**src/design/sba_pkg.sv**
```systemverilog
// Shared types and constants for the sector bitmap allocator.
// Holds the transaction structs, sequencer states and default sizes.
// No dependencies; every other design file refers to it by scoped names.
package sba_pkg;

  // Sizes fixed by the payload and register formats.
  localparam int WORD_BITS     = 32;
  localparam int CFG_W         = 17;
  localparam int CNT_W         = 7;
  localparam int SECTOR_W      = 16;
  localparam int TOTAL_W       = 17;
  localparam int SECTORS_DEF   = 65536;
  localparam int MAX_BATCH_DEF = 64;
  localparam logic [CFG_W-1:0] SIU_RESET = 17'd65536;

  // Operation codes of an input transaction.
  localparam logic OP_RELEASE  = 1'b0;
  localparam logic OP_ALLOCATE = 1'b1;

  // Input transaction.
  typedef struct packed {
    logic                op;
    logic [SECTOR_W-1:0] sector;
    logic [CNT_W-1:0]    count;
  } in_t;

  // Result transaction.
  typedef struct packed {
    logic [SECTOR_W-1:0] granted_sector;
    logic                granted;
    logic                last;
    logic                rejected;
    logic [TOTAL_W-1:0]  free_total;
  } out_t;

  // Status of the lowest-set-bit search.
  typedef struct packed {
    logic                 found;
    logic [4:0]           idx;
    logic [WORD_BITS-1:0] low;
  } ff_t;

  // Sequencer states.
  typedef enum logic [2:0] {
    ST_CLEAR,
    ST_IDLE,
    ST_RUPD,
    ST_ALOAD,
    ST_AGRANT,
    ST_AWB,
    ST_FINAL
  } state_t;

endpackage

```
**src/design/sba_find_first.sv**
```systemverilog
// Lowest-set-bit search over one bitmap word.
// Isolates the lowest set bit and encodes its position.
// Depends on sba_pkg for the word width and the result struct.
module sba_find_first (
  input  logic [sba_pkg::WORD_BITS-1:0] word,
  output sba_pkg::ff_t                  res
);

  logic [sba_pkg::WORD_BITS-1:0] low;
  logic [4:0]                    idx;

  // Two's complement trick keeps only the lowest set bit.
  assign low = word & (~word + 32'd1);

  // Encode the one-hot position.
  always_comb begin
    idx = '0;
    for (int j = 0; j < sba_pkg::WORD_BITS; j++) begin
      if (low[j]) begin
        idx = idx | 5'(j);
      end
    end
  end

  assign res.found = |word;
  assign res.idx   = idx;
  assign res.low   = low;

endmodule

```
**config.mk**
```make
export PLATFORM = sky130hd
export DESIGN_NAME = sba_find_first
export DESIGN_NICKNAME = d
export VERILOG_FILES = /design/src/design/sba_pkg.sv /design/src/design/sba_find_first.sv
export SDC_FILE = /design/constraint.sdc
export NUM_CORES = 1
export LEC_CHECK = 0
export ABC_AREA = 1
export BUFFER_PORTS_ARGS = -buffer_cell sky130_fd_sc_hd__buf_4
export CORE_MARGIN = 5
export CORE_UTILIZATION = 45
export DETAILED_ROUTE_END_ITERATION = 8
export PLACE_DENSITY = 0.86
export SYNTH_ARGS = -nofsm -noshare
export SYNTH_HDL_FRONTEND = slang
export SYNTH_SLANG_ARGS = --single-unit
```
**constraint.sdc**
```tcl
create_clock -name vclk -period 1.45
set_clock_uncertainty 0.15 [all_clocks]
set_input_delay 0.145 -clock vclk [all_inputs]
set_output_delay 0.145 -clock vclk [all_outputs]
set_load 0.005 [all_outputs]
```
==> impl_metrics.tcl, run 1 <==
set metrics [dict create \
    yosys.cell_types.count 18 \
    status "stopped before the end" \
    yosysTopAreaCellShare_pct 22.00 \
    initial_core_util_pct 47.06 \
    synthTopCellsByArea "nor2_1, nand2_1, inv_1" \
    dieWidth_um 58.10 \
    fp-row-count 17 \
    netlist_instances 223 \
    place.gp.congestion 0.9165 \
    ioPinCount 70 \
    die_h_um 58.10 \
    synth.largest_area_cell "nor2_1" \
    portBuffers 70 \
    worst_endpoint "res[35]" \
    synthesis.nets 255 \
    yosysSeqAreaShare_pct 0 \
    failing_step "global routing (5_1_grt)" \
    grt_max_degree 8 \
    hpwl_mm 4.099 \
    error "[ERROR DPL-0038] Utilization greater than 100%, impossible to legalize" \
    syn-mean-instance-area_um2 4.668 \
    pre_cts_ws_ps -255.1 \
    worstEndpointType "top-level output" \
    netlist_area_um2 1041 \
    yosys_warnings 0 \
    dpl-instance-area_um2 1924 \
]
## cell usage after synthesis (all sizes together)
library cell	count
nor2	77
nand2	53
inv	47
nand3	23
nand4	13
nor3	3
a21oi	1
and2	1
buf	1
nand3b	1
nor3b	1
nor4	1
o21ai	1
## logic make-up after synthesis
family | synth area share (%)
buf+inv | 17.67
compound gates | 0.9606
simple gates | 81.37
## what timing repair did
action | 4_1_cts
endpoints found under the setup margin | 29
cloned | 0
hold buffers | 0
resized for setup | 55
pin swaps | 23
setup buffers | 4
## metrics by stage
stage / instances / setup TNS [ps] / hold slack, ps
floorplan: 223 / 0 / 171.1
global placement: 364 / -2426 / 443.2
detailed placement: 364 / -3174 / 447.6
CTS: 365 / -1751 / 431.2
==> inputs of run 2 (changes only) <==
--- a/config.mk
+++ b/config.mk
@@ -7,10 +7,10 @@
 export LEC_CHECK = 0
 export ABC_AREA = 1
 export BUFFER_PORTS_ARGS = -buffer_cell sky130_fd_sc_hd__buf_4
-export CORE_MARGIN = 5
-export CORE_UTILIZATION = 45
+export CORE_AREA = 5 5 66 68
 export DETAILED_ROUTE_END_ITERATION = 8
-export PLACE_DENSITY = 0.86
+export DIE_AREA = 0 0 71 73
+export PLACE_DENSITY_LB_ADDON = 0.15
 export SYNTH_ARGS = -nofsm -noshare
 export SYNTH_HDL_FRONTEND = slang
 export SYNTH_SLANG_ARGS = --single-unit
==> impl_metrics.tcl, run 2 <==
set metrics [dict create \
    seq_power_share_pct 0 \
    muxShareOfSynthArea_pct 0 \
    fp-row-count 23 \
    seq_cells 0 \
    ant_nets 0 \
    cellLeakagePower_uw 0.001393 \
    drv_slew 0 \
    finalHoldViolations 0 \
    synth.largest_area_cell "nor2_1" \
    remaining_drc_errors 0 \
    place.gp.congestion 0.8518 \
    vias_per_cell 4.546 \
    areaGrowthSynthToFinish_pct 132.9 \
    fmax_mhz 586.5 \
    vdd_ir_drop_max_mv 0.07594 \
    synthesis.nets 255 \
    yosys.area_share.simple_pct 81.37 \
    vias 1832 \
    power.internal_uw 157.3 \
    hp-class "in2out" \
    switching_share_pct 48.83 \
    tightest_slew_ps 318.3 \
    path_class "in2out" \
    synth_top_family_by_area "simple AND/OR/NAND/NOR gates" \
    ioPinCount 70 \
    p_sw_uw 150.1 \
    die_h_um 73 \
    grt_pass1_vias 1828 \
    grt_pass1_wl_mm 7.859 \
    startpoint "word[1]" \
    relSlewSlack_pct 78.59 \
    synthAdderAreaFrac_pct 0 \
    pre_cts_ws_ps -295.4 \
    yosys_warnings 0 \
    synthTopCellsByArea "nor2_1, nand2_1, inv_1" \
    grt_usage_pct 17.95 \
    cp-end-kind "output port" \
    synthMostInstantiatedCell "nor2_1" \
    dieArea_um2 5183 \
    yosysSeqAreaShare_pct 0 \
    crit_fanout 7 \
    dieWidth_um 71 \
    synth_compound_area_share_pct 0.9615 \
    seq_area_um2 0 \
    n_clock_buffer 0 \
    hold_depth 3 \
    hold_buffers 0 \
    portBuffers 70 \
    rsz0062_at_grt "true" \
    min_to "res[0]" \
    hp-start "word[0]" \
    grt_overflow_total 0 \
    initial_core_util_pct 27.40 \
    nets 387 \
    cp_data_required_time_ps 1150 \
    wl_per_cell_um 11.99 \
    drive_above_1_share_pct 58.07 \
    layout_common_cells "buf_4, nor2_1, nand2_1" \
    yosysTopAreaCellShare_pct 22.00 \
    synthXorXnorAreaFrac_pct 0 \
    critPathLaunchType "input pin" \
    antenna_found_initial 0 \
    netlist_area_um2 1041 \
    pwr-share-clk_pct 0 \
    final.period_utilization_pct 117.6 \
    core_area_um2 3799 \
    antenna_cells 0 \
    drt-total-wl_mm 4.831 \
    hpwl_mm 3.956 \
    drtIter0Drc 45 \
    layout_commonest_cell "buf_4" \
    first_pass_iters 5 \
    yosys.cell_types.count 18 \
    pwr_density_cell_nw_per_um2 126.8 \
    p_comb_share_pct 100.0 \
    violations "negative setup slack" \
    final.min_clock_period_ps 1705 \
    final_core_util_pct 63.83 \
    arrival_ps 1410 \
    fin_ws_ps -255.0 \
    status "finished, violations left" \
    syn-mean-instance-area_um2 4.668 \
    netlist_instances 223 \
    setup_viol 21 \
    grt_max_degree 8 \
    synth_common_cells "nor2_1, nand2_1, inv_1" \
    maxCapViolations 0 \
]
-- run 2: worst max path at each step --
stage / end / depth (start not counted)
final: res[33] / 10
after global routing: res[36] / 12
after CTS: res[34] / 11
after detailed placement: res[36] / 11
after global placement: res[36] / 11
after floorplan: res[34] / 9
-- run 2: power groups by stage --
stage	combinational [µW]	sequential [µW]	clock [µW]
2_1_floorplan	85.9	0	0
3_3_place_gp	252	0	0
3_5_place_dp	253	0	0
4_1_cts	283	0	0
5_1_grt	335	0	0
6_report	307	0	0
-- run 2: through the flow --
stage | hold slack [ps] | total power [µW] | TNS, ps | cells | cell area (µm²)
6_report | 426.7 | 307.4 | -2582 | 403 | 2425
4_1_cts | 429.0 | 283.4 | -1756 | 399 | 2242
5_1_grt | 437.8 | 335.0 | -4474 | 403 | 2425
3_5_place_dp | 451.2 | 252.7 | -3108 | 396 | 2027
3_3_place_gp | 449.0 | 251.7 | -2997 | 396 | 2027
2_1_floorplan | 171.1 | 85.90 | 0 | 223 | 1041
-- run 2: timing repair --
item | CTS | global route
setup buffers | 6 | 9
setup endpoints to repair | 29 | 31
pin swaps | 22 | 31
resized for setup | 58 | 49
-- run 2: cell type report --
type                            instances  area [µm²]
Tap cell                               50       62.56
Multi-Input combinational cell        175        1070
Inverter                               47       181.4
Timing Repair Buffer                  131        1111
Fill cell                             368        1374
-- run 2: critical path: stages --
cell and delay [ps]:
buf_6 100, nor2_4 170, nand2_2 90, nor2_4 250
nand3_4 130, nor2_4 180, nor2_4 60, and2_4 130
nand3_2 60, buf_6 90
-- run 2: routing by layer --
layer / wire length, µm / GRT usage (%) / share of wire (%)
met1: 2049 / 22.30 / 42
met2: 2499 / 35.22 / 52
met3: 282 / 1.377 / 5.8
met4: 0 / 0.6263 / 0
met5: 0 / 0 / 0
-- run 2: logic make-up (layout without fill, tap and decap cells) --
| family | count (synthesis) | after routing |
|---|---|---|
| and+or+nand+nor | 173 | 173 |
| buffers and inverters | 48 | 178 |
| AOI/OAI and AO/OA | 2 | 2 |
Power figures use the tool's default switching activity.
